## config.mk

```make
export PLATFORM = sky130hd
export DESIGN_NAME = dynamic_range_compressor
export DESIGN_NICKNAME = d
export VERILOG_FILES = /design/src/rtl/drc_pkg.sv /design/src/rtl/drc_div.sv /design/src/rtl/dynamic_range_compressor.sv
export SDC_FILE = /design/constraint.sdc
export NUM_CORES = 2
export LEC_CHECK = 0
export BUFFER_PORTS_ARGS = -buffer_cell sky130_fd_sc_hd__buf_4
export CORE_ASPECT_RATIO = 1.5
export CORE_UTILIZATION = 40
export DETAILED_ROUTE_END_ITERATION = 8
export HOLD_SLACK_MARGIN = 0.1
export PLACE_DENSITY = 0.56
export SYNTH_ARGS = -nofsm -noshare
export SYNTH_HDL_FRONTEND = slang
export SYNTH_SLANG_ARGS = --single-unit
```

## constraint.sdc

```tcl
create_clock -name i_clk -period 18.11 [get_ports i_clk]
set_input_delay 3.622 -clock i_clk [delete_from_list [all_inputs] [get_ports i_clk]]
set_output_delay 3.622 -clock i_clk [all_outputs]
set_load 0.1 [all_outputs]
```

## src/rtl/drc_pkg.sv

```systemverilog
// ----------------------------------------------------------------------------
// drc_pkg: shared types and constants of the dynamic range compressor
// Sequencer states, register indexes, reset values and fixed widths.
// ----------------------------------------------------------------------------
package drc_pkg;

    localparam int CFG_IDX_W   = 2;
    localparam int CFG_DATA_W  = 17;
    localparam int COEF_W      = 16;
    localparam int RATIO_W     = 17;
    localparam int THR_W       = 16;
    localparam int GAIN_W      = 16;
    localparam int QUOT_BITS   = 18;

    localparam logic [CFG_IDX_W-1:0] CFG_THRESHOLD = 2'd0;
    localparam logic [CFG_IDX_W-1:0] CFG_INV_RATIO = 2'd1;
    localparam logic [CFG_IDX_W-1:0] CFG_ATTACK    = 2'd2;
    localparam logic [CFG_IDX_W-1:0] CFG_RELEASE   = 2'd3;

    localparam logic [THR_W-1:0]   THR_RESET     = 16'd16384;
    localparam logic [RATIO_W-1:0] RATIO_RESET   = 17'd16384;
    localparam logic [COEF_W-1:0]  ATTACK_RESET  = 16'd65400;
    localparam logic [COEF_W-1:0]  RELEASE_RESET = 16'd65522;

    localparam logic [GAIN_W-1:0]  UNITY_GAIN = 16'd32768;
    localparam logic [COEF_W:0]    COEF_ONE   = 17'd65536;

    typedef enum logic [3:0] {
        ST_IDLE,
        ST_MUL_ENV,
        ST_MUL_LVL,
        ST_SUM,
        ST_CMP,
        ST_MUL_TGT,
        ST_TGT,
        ST_DIV,
        ST_DIV_WAIT,
        ST_MUL_OUT,
        ST_SCALE,
        ST_OUT
    } t_state;

endpackage

```

## src/rtl/drc_div.sv

```systemverilog
// ----------------------------------------------------------------------------
// drc_div: iterative restoring divider
// Produces QW quotient bits, one compare and subtract per cycle.
// ----------------------------------------------------------------------------
module drc_div #(
    parameter int NW = 34,
    parameter int DW = 17,
    parameter int QW = 18
) (
    input  logic          i_clk,
    input  logic          i_rst_n,
    input  logic          i_start,
    input  logic [NW-1:0] i_num,
    input  logic [DW-1:0] i_den,
    output logic          o_done,
    output logic [QW-1:0] o_quot
);

    localparam int CW   = (NW > DW + QW - 1) ? NW : DW + QW - 1;
    localparam int CNTW = $clog2(QW + 1);

    logic [CW-1:0]   r_rem;
    logic [CW-1:0]   r_den;
    logic [QW-1:0]   r_quot;
    logic [CNTW-1:0] r_cnt;
    logic            r_busy;
    logic            r_done;
    logic            ge;

    assign ge = (r_rem >= r_den);

    always_ff @(posedge i_clk) begin
        if (!i_rst_n) begin
            r_busy <= 1'b0;
            r_done <= 1'b0;
            r_cnt  <= '0;
        end else begin
            r_done <= 1'b0;
            if (i_start) begin
                r_busy <= 1'b1;
                r_cnt  <= CNTW'(QW);
            end else if (r_busy) begin
                r_cnt <= r_cnt - 1'b1;
                if (r_cnt == CNTW'(1)) begin
                    r_busy <= 1'b0;
                    r_done <= 1'b1;
                end
            end
        end
    end

    always_ff @(posedge i_clk) begin
        if (i_start) begin
            r_rem  <= CW'(i_num);
            r_den  <= CW'(i_den) << (QW - 1);
            r_quot <= '0;
        end else if (r_busy) begin
            if (ge) begin
                r_rem <= r_rem - r_den;
            end
            r_den  <= r_den >> 1;
            r_quot <= {r_quot[QW-2:0], ge};
        end
    end

    assign o_done = r_done;
    assign o_quot = r_quot;

endmodule

```

## src/rtl/dynamic_range_compressor.sv

```systemverilog
// ----------------------------------------------------------------------------
// dynamic_range_compressor: peak-envelope audio compressor
// Envelope follower, gain computer and output scaling on one shared multiplier.
// ----------------------------------------------------------------------------
// One sample is taken at a time and yields one result item. A sample whose
// smoothed envelope stays at or below the threshold goes on from the envelope
// update to the output product and scaling; above the threshold the target
// product and the serial divider of 18 quotient bits that forms the gain come first. All four
// products share one registered 17 by SAMPLE_BITS multiplier. A finished
// result sits in an output register, so the next sample can be accepted while
// it waits to be taken. Configuration registers are written through a plain
// write port and should only change while the block is idle.
module dynamic_range_compressor #(
    parameter int SAMPLE_BITS = 16
) (
    input  logic                                i_clk,
    input  logic                                i_rst_n,
    input  logic                                i_cfg_we,
    input  logic [drc_pkg::CFG_IDX_W-1:0]       i_cfg_index,
    input  logic [drc_pkg::CFG_DATA_W-1:0]      i_cfg_data,
    input  logic                                i_in_valid,
    output logic                                o_in_ready,
    input  logic signed [SAMPLE_BITS-1:0]       i_sample_in,
    input  logic                                i_block_end,
    output logic                                o_out_valid,
    input  logic                                i_out_ready,
    output logic signed [SAMPLE_BITS-1:0]       o_sample_out,
    output logic [drc_pkg::GAIN_W-1:0]          o_applied_gain,
    output logic                                o_block_end_out
);

    localparam int SB   = SAMPLE_BITS;
    localparam int PW   = SB + drc_pkg::RATIO_W;
    localparam int TW   = ((PW > 32) ? PW : 32) + 1;
    localparam int CMPW = (SB > drc_pkg::THR_W) ? SB : drc_pkg::THR_W;
    localparam int WW   = 2 * SB + 14;
    localparam int QW   = drc_pkg::QUOT_BITS;
    localparam logic [SB-1:0] MAG_MAX = SB'((1 << (SB - 1)) - 1);

    drc_pkg::t_state r_state;
    drc_pkg::t_state n_state;

    logic [drc_pkg::THR_W-1:0]   r_thr;
    logic [drc_pkg::RATIO_W-1:0] r_inv;
    logic [drc_pkg::COEF_W-1:0]  r_attack;
    logic [drc_pkg::COEF_W-1:0]  r_release;

    logic [SB-1:0]               r_env;
    logic [SB-1:0]               r_level;
    logic                        r_neg;
    logic                        r_blk;
    logic [drc_pkg::COEF_W-1:0]  r_coef;
    logic [PW-1:0]               r_prod;
    logic [PW-1:0]               r_acc;
    logic [SB-1:0]               r_diff;
    logic [TW-1:0]               r_num;
    logic [drc_pkg::GAIN_W-1:0]  r_gain;
    logic [SB-1:0]               r_mag;

    logic                        r_out_valid;
    logic signed [SB-1:0]        r_sample_out;
    logic [drc_pkg::GAIN_W-1:0]  r_gain_out;
    logic                        r_blk_out;

    logic [drc_pkg::RATIO_W-1:0] mul_a;
    logic [SB-1:0]               mul_b;
    logic                        div_start;
    logic                        div_done;
    logic [QW-1:0]               div_quot;
    logic                        in_ready;
    logic                        out_load;
    logic                        above;
    logic [SB-1:0]               in_level;
    logic [PW:0]                 env_sum;
    logic [CMPW-1:0]             env_diff;
    logic [WW-1:0]               scaled;
    logic [SB-1:0]               scaled_mag;
    logic                        gain_sat;

    assign in_level   = i_sample_in[SB-1] ? (~i_sample_in + 1'b1) : i_sample_in;
    assign env_sum    = {1'b0, r_acc} + {1'b0, r_prod};
    assign above      = CMPW'(r_env) > CMPW'(r_thr);
    assign env_diff   = CMPW'(r_env) - CMPW'(r_thr);
    assign scaled     = {r_prod[SB+14:0], {(SB-1){1'b0}}} - WW'(r_prod[SB+14:0]);
    assign scaled_mag = scaled[WW-1:SB+14];
    assign gain_sat   = div_quot[QW-1] | (div_quot[QW-2:0] > (QW-1)'(drc_pkg::UNITY_GAIN));

    drc_div #(
        .NW(TW),
        .DW(SB + 1),
        .QW(QW)
    ) u_div (
        .i_clk  (i_clk),
        .i_rst_n(i_rst_n),
        .i_start(div_start),
        .i_num  (r_num),
        .i_den  ({r_env, 1'b0}),
        .o_done (div_done),
        .o_quot (div_quot)
    );

    always_comb begin
        n_state = r_state;
        case (r_state)
            drc_pkg::ST_IDLE: begin
                if (i_in_valid) begin
                    n_state = drc_pkg::ST_MUL_ENV;
                end
            end
            drc_pkg::ST_MUL_ENV:  n_state = drc_pkg::ST_MUL_LVL;
            drc_pkg::ST_MUL_LVL:  n_state = drc_pkg::ST_SUM;
            drc_pkg::ST_SUM:      n_state = drc_pkg::ST_CMP;
            drc_pkg::ST_CMP: begin
                n_state = above ? drc_pkg::ST_MUL_TGT : drc_pkg::ST_MUL_OUT;
            end
            drc_pkg::ST_MUL_TGT:  n_state = drc_pkg::ST_TGT;
            drc_pkg::ST_TGT:      n_state = drc_pkg::ST_DIV;
            drc_pkg::ST_DIV:      n_state = drc_pkg::ST_DIV_WAIT;
            drc_pkg::ST_DIV_WAIT: begin
                if (div_done) begin
                    n_state = drc_pkg::ST_MUL_OUT;
                end
            end
            drc_pkg::ST_MUL_OUT:  n_state = drc_pkg::ST_SCALE;
            drc_pkg::ST_SCALE:    n_state = drc_pkg::ST_OUT;
            drc_pkg::ST_OUT: begin
                if (out_load) begin
                    n_state = drc_pkg::ST_IDLE;
                end
            end
            default:              n_state = drc_pkg::ST_IDLE;
        endcase
    end

    always_comb begin
        mul_a     = '0;
        mul_b     = '0;
        div_start = 1'b0;
        in_ready  = 1'b0;
        out_load  = 1'b0;
        case (r_state)
            drc_pkg::ST_IDLE: in_ready = 1'b1;
            drc_pkg::ST_MUL_ENV: begin
                mul_a = {1'b0, r_coef};
                mul_b = r_env;
            end
            drc_pkg::ST_MUL_LVL: begin
                mul_a = drc_pkg::COEF_ONE - {1'b0, r_coef};
                mul_b = r_level;
            end
            drc_pkg::ST_MUL_TGT: begin
                mul_a = r_inv;
                mul_b = r_diff;
            end
            drc_pkg::ST_DIV: div_start = 1'b1;
            drc_pkg::ST_MUL_OUT: begin
                mul_a = {1'b0, r_gain};
                mul_b = r_level;
            end
            drc_pkg::ST_OUT: out_load = !r_out_valid || i_out_ready;
            default: begin
                mul_a = '0;
            end
        endcase
    end

    always_ff @(posedge i_clk) begin
        if (!i_rst_n) begin
            r_state   <= drc_pkg::ST_IDLE;
            r_thr     <= drc_pkg::THR_RESET;
            r_inv     <= drc_pkg::RATIO_RESET;
            r_attack  <= drc_pkg::ATTACK_RESET;
            r_release <= drc_pkg::RELEASE_RESET;
            r_env     <= '0;
            r_out_valid <= 1'b0;
        end else begin
            r_state <= n_state;
            if (i_cfg_we) begin
                case (i_cfg_index)
                    drc_pkg::CFG_THRESHOLD: r_thr     <= i_cfg_data[drc_pkg::THR_W-1:0];
                    drc_pkg::CFG_INV_RATIO: r_inv     <= i_cfg_data;
                    drc_pkg::CFG_ATTACK:    r_attack  <= i_cfg_data[drc_pkg::COEF_W-1:0];
                    drc_pkg::CFG_RELEASE:   r_release <= i_cfg_data[drc_pkg::COEF_W-1:0];
                    default: begin
                        r_thr <= r_thr;
                    end
                endcase
            end
            if (r_state == drc_pkg::ST_SUM) begin
                r_env <= env_sum[SB+15:16];
            end
            if (out_load) begin
                r_out_valid <= 1'b1;
            end else if (i_out_ready) begin
                r_out_valid <= 1'b0;
            end
        end
    end

    always_ff @(posedge i_clk) begin
        r_prod <= PW'(mul_a) * PW'(mul_b);
        if (in_ready && i_in_valid) begin
            r_level <= in_level;
            r_neg   <= i_sample_in[SB-1];
            r_blk   <= i_block_end;
            r_coef  <= (in_level > r_env) ? r_attack : r_release;
        end
        if (r_state == drc_pkg::ST_MUL_LVL) begin
            r_acc <= r_prod;
        end
        if (r_state == drc_pkg::ST_CMP) begin
            r_diff <= env_diff[SB-1:0];
            if (!above) begin
                r_gain <= drc_pkg::UNITY_GAIN;
            end
        end
        if (r_state == drc_pkg::ST_TGT) begin
            r_num <= TW'({r_thr, 16'd0}) + TW'(r_prod);
        end
        if (r_state == drc_pkg::ST_DIV_WAIT && div_done) begin
            r_gain <= gain_sat ? drc_pkg::UNITY_GAIN : div_quot[drc_pkg::GAIN_W-1:0];
        end
        if (r_state == drc_pkg::ST_SCALE) begin
            r_mag <= (scaled_mag > MAG_MAX) ? MAG_MAX : scaled_mag;
        end
        if (out_load) begin
            r_sample_out <= r_neg ? (~r_mag + 1'b1) : r_mag;
            r_gain_out   <= r_gain;
            r_blk_out    <= r_blk;
        end
    end

    assign o_in_ready      = in_ready;
    assign o_out_valid     = r_out_valid;
    assign o_sample_out    = r_sample_out;
    assign o_applied_gain  = r_gain_out;
    assign o_block_end_out = r_blk_out;

endmodule

```

==> impl_metrics.env <==
export IMPL_slew_viol_final=0
export IMPL_drive_gt1_frac=0.0673
export IMPL_synthXorXnorAreaFrac=0.0400
export IMPL_p_leak_nw=13.7
export IMPL_muxShareOfSynthArea=0.0186
export IMPL_groute_usage_overall=0.236
export IMPL_antenna_violations_before_repair=0
export IMPL_core_region_area_mm2=0.0718
export IMPL_combinational_family_with_the_most_area_after_synthesis="adder cells"
export IMPL_finalNetCount=3605
export IMPL_critPathLaunchType="flip-flop"
export IMPL_clock_tree_htree_level_count=2
export IMPL_gpl_final_weighted_congestion=0.916
export IMPL_worstMarginPinSlew_ps=1270
export IMPL_setup_worst_path_end_class="flip-flop"
export IMPL_post_synth_top_area_cell="sky130_fd_sc_hd__edfxtp_1"
export IMPL_first_pass_iters=7
export IMPL_route_final_wire_length_mm=86.5
export IMPL_num_fill_cells=6874
export IMPL_final_seq_area_mm2=0.0102
export IMPL_cts_resized=0
export IMPL_cts_hold_fix_buffers=0
export IMPL_floorplan_die_width_um=222
export IMPL_slew_headroom=0.141
export IMPL_post_cts_buffers=0
export IMPL_vias_per_cell=5.48
export IMPL_yosys_top_cells_area="sky130_fd_sc_hd__edfxtp_1 24%, sky130_fd_sc_hd__fa_1 15%, sky130_fd_sc_hd__dfxtp_1 11%, sky130_fd_sc_hd__ha_1 10%, sky130_fd_sc_hd__nand2_1 5.6%"
export IMPL_dp_hpwl_mm=68.2
export IMPL_detailed_place_area_mm2=0.0306
export IMPL_vias=22300
export IMPL_timing_fmax_mhz=113
export IMPL_layout_area_overhead_vs_synth_pct=9.89
export IMPL_fin_crit_ps=8830
export IMPL_cts_buffers_inserted=41
export IMPL_fp_dieArea_mm2=0.0739
export IMPL_maxCapViolations=0
export IMPL_row_count=120
export IMPL_route_detailed_wl_per_inst_um=21.3
export IMPL_cts_sinks=393
export IMPL_async_reset_ff_frac=0
export IMPL_syn_instance_count=3085
export IMPL_syn_area_per_cell_um2=9.44
export IMPL_post_synth_fa_ha_maj_area_fraction=0.247
export IMPL_io_pin_count=76
export IMPL_biggest_cell_delay_along_the_critical_path_ps=1110
export IMPL_synth_seq_area_share=0.350
export IMPL_drt_iter0_markers=1460
export IMPL_synth_main_ff_cell="sky130_fd_sc_hd__edfxtp_1"
export IMPL_final_cell_area_mm2=0.0320
export IMPL_cts_tree="yes"
export IMPL_clock_insertion_delay_worst_skew_ps=590
export IMPL_grt_setup_unrepaired="false"
export IMPL_multi_input_comb_area_mm2=0.0171
export IMPL_most_repeated_cell_in_the_gate_level_netlist_after_synthesis="sky130_fd_sc_hd__nand2_1"
export IMPL_grt_overflow=0
export IMPL_final_setup_skew_ps=21.8
export IMPL_critical_path_most_common_cell="sky130_fd_sc_hd__fa_1"
export IMPL_remaining_design_rule_violation_count=0
export IMPL_initial_utilization=0.406
export IMPL_hold_path_class="reg2reg"
export IMPL_postSynthRegisterBits=393
export IMPL_simple_gate_share_of_the_synthesized_area=0.164
export IMPL_setup_viol=0
export IMPL_first_pass_grt_wire_length_mm=134
export IMPL_yosysWarningCount=0
export IMPL_worst_endpoint_arrival_ps=9360
export IMPL_vdd_ir_drop_max_v=0.0000573
export IMPL_yosys_cell_types_count=77
export IMPL_synth_edf_count=231
export IMPL_yosysTopAreaCellShare=0.238
export IMPL_die_height_um=332
export IMPL_fin_tns_setup_ps=0
export IMPL_synth_compound_gate_area_share=0.118
export IMPL_io_buffer_count=75
export IMPL_post_synthesis_net_count=3575
export IMPL_run_status="completed"
export IMPL_crit_path_top_delay_cell="sky130_fd_sc_hd__o41ai_2"
export IMPL_drtAntennaViolNets=0
export IMPL_pin_count_of_the_biggest_net_entering_global_routing=98
export IMPL_layout_worst_path_cycle_share=0.488
export IMPL_crit_path_max_fanout=8
export IMPL_netlist_top_cells_count="434 x sky130_fd_sc_hd__nand2_1, 372 x sky130_fd_sc_hd__inv_1, 276 x sky130_fd_sc_hd__nor2_1"
export IMPL_clock_tree_buffer_depth=3
export IMPL_power_density_cell_area_mw_per_mm2=81.1
export IMPL_clock_slew_seen_by_the_registers_of_the_worst_setup_and_hold_paths_ps=70
export IMPL_worst_endpoint_required_ps=18630
export IMPL_mappedNetlistArea_mm2=0.0291
export IMPL_ctsRootBufferMaster="sky130_fd_sc_hd__clkbuf_16"
export IMPL_grt_pass1_vias=23000
export IMPL_setup_worst_path_class="reg2reg"
export IMPL_antenna_cells_inserted=0
export IMPL_final_hold_violation_count=0
## per-stage QoR
step | std cells | hold WS, ps | worst slack (ps) | utilization | power (W)
after CTS | 4063 | 424 | 9350 | 0.446 | 0.00262
final | 4063 | 425 | 9280 | 0.446 | 0.00260
after global placement | 3987 | 405 | 9560 | 0.426 | 0.00172
after global routing | 4063 | 442 | 8830 | 0.446 | 0.00272
after floorplan | 3085 | 400 | 10270 | - | 0.00151
after detailed placement | 3987 | 410 | 9400 | 0.426 | 0.00173
## placed cells by master (no fill, tap or decap), drive strengths merged, types with 23 or more instances in the layout
cell and instances:
nor2b 23, a21oi 125, inv 376, edfxtp 231, dfxtp 162, o21ai 109, and3 26, and2 37
xnor2 92, clkbuf 54, nor2 276, nand4 30, ha 238, nand2 434, mux2i 36, xor2 41
a21o 65, nand3 97, a21boi 55, nor3 33, fa 211, buf 98
## critical path: cells and delay by family (launching register included)
family	cells	cell delay [ps]
and+or+nand+nor	10	2570
DFF	1	430
buffers and inverters	4	270
xor gates and xnor gates	1	130
AOI/OAI and AO/OA	5	1720
adders and majority gates	8	3650
## routing by layer
layer / track usage / share of wire
met1: 0.276 / 0.40
met2: 0.428 / 0.51
met3: 0.0239 / 0.036
met4: 0.116 / 0.050
met5: 0 / 0
## worst paths after layout
check | from | end | slack, ps | cells after the start
setup reg to reg | r_coef[0]$_DFFE_PP_ | r_prod[32]$_DFF_P_ | 9280 | 28
hold / removal | r_blk$_DFFE_PP_ | o_block_end_out$_DFFE_PP_ | 420 | 0
setup / recovery | r_coef[0]$_DFFE_PP_ | r_prod[32]$_DFF_P_ | 9280 | 28
hold reg to reg | r_blk$_DFFE_PP_ | o_block_end_out$_DFFE_PP_ | 420 | 0
## registers in the layout (all words and copies together), names as in the netlist, 4 cells and up
signal	count
o_applied_gain	16
o_sample_out	16
r_acc	32
r_attack	16
r_coef	16
r_diff	16
r_env	16
r_gain	16
r_inv	17
r_level	16
r_mag	16
r_num	34
r_prod	33
r_release	16
r_state	4
r_thr	16
u_div.o_quot	18
u_div.r_cnt	5
u_div.r_den	34
u_div.r_rem	34
## where the power goes
group | switching (W) | internal [W]
clock network | 0.000375 | 0.000508
registers | 0.0000642 | 0.00101
logic | 0.000395 | 0.000243
## cells by family (layout without fill, tap and decap cells)
group	after synthesis	after routing
and+or+nand+nor	1052	1052
other	1	1
muxes	52	52
DFF	393	393
buffers and inverters	484	547
xor gates and xnor gates	133	133
adders and majority gates	449	449
AOI/OAI and AO/OA	521	521
## final cells by class
class,count,area share
repair buffers,98,0.0230
clock buffers,54,0.0359
inverters,373,0.0438
well taps,915,0.0358
clock inverters,22,0.00739
flip-flops and latches,393,0.318
multi-input cells,2208,0.536
Note: power is estimated with default switching activity, not from simulation.
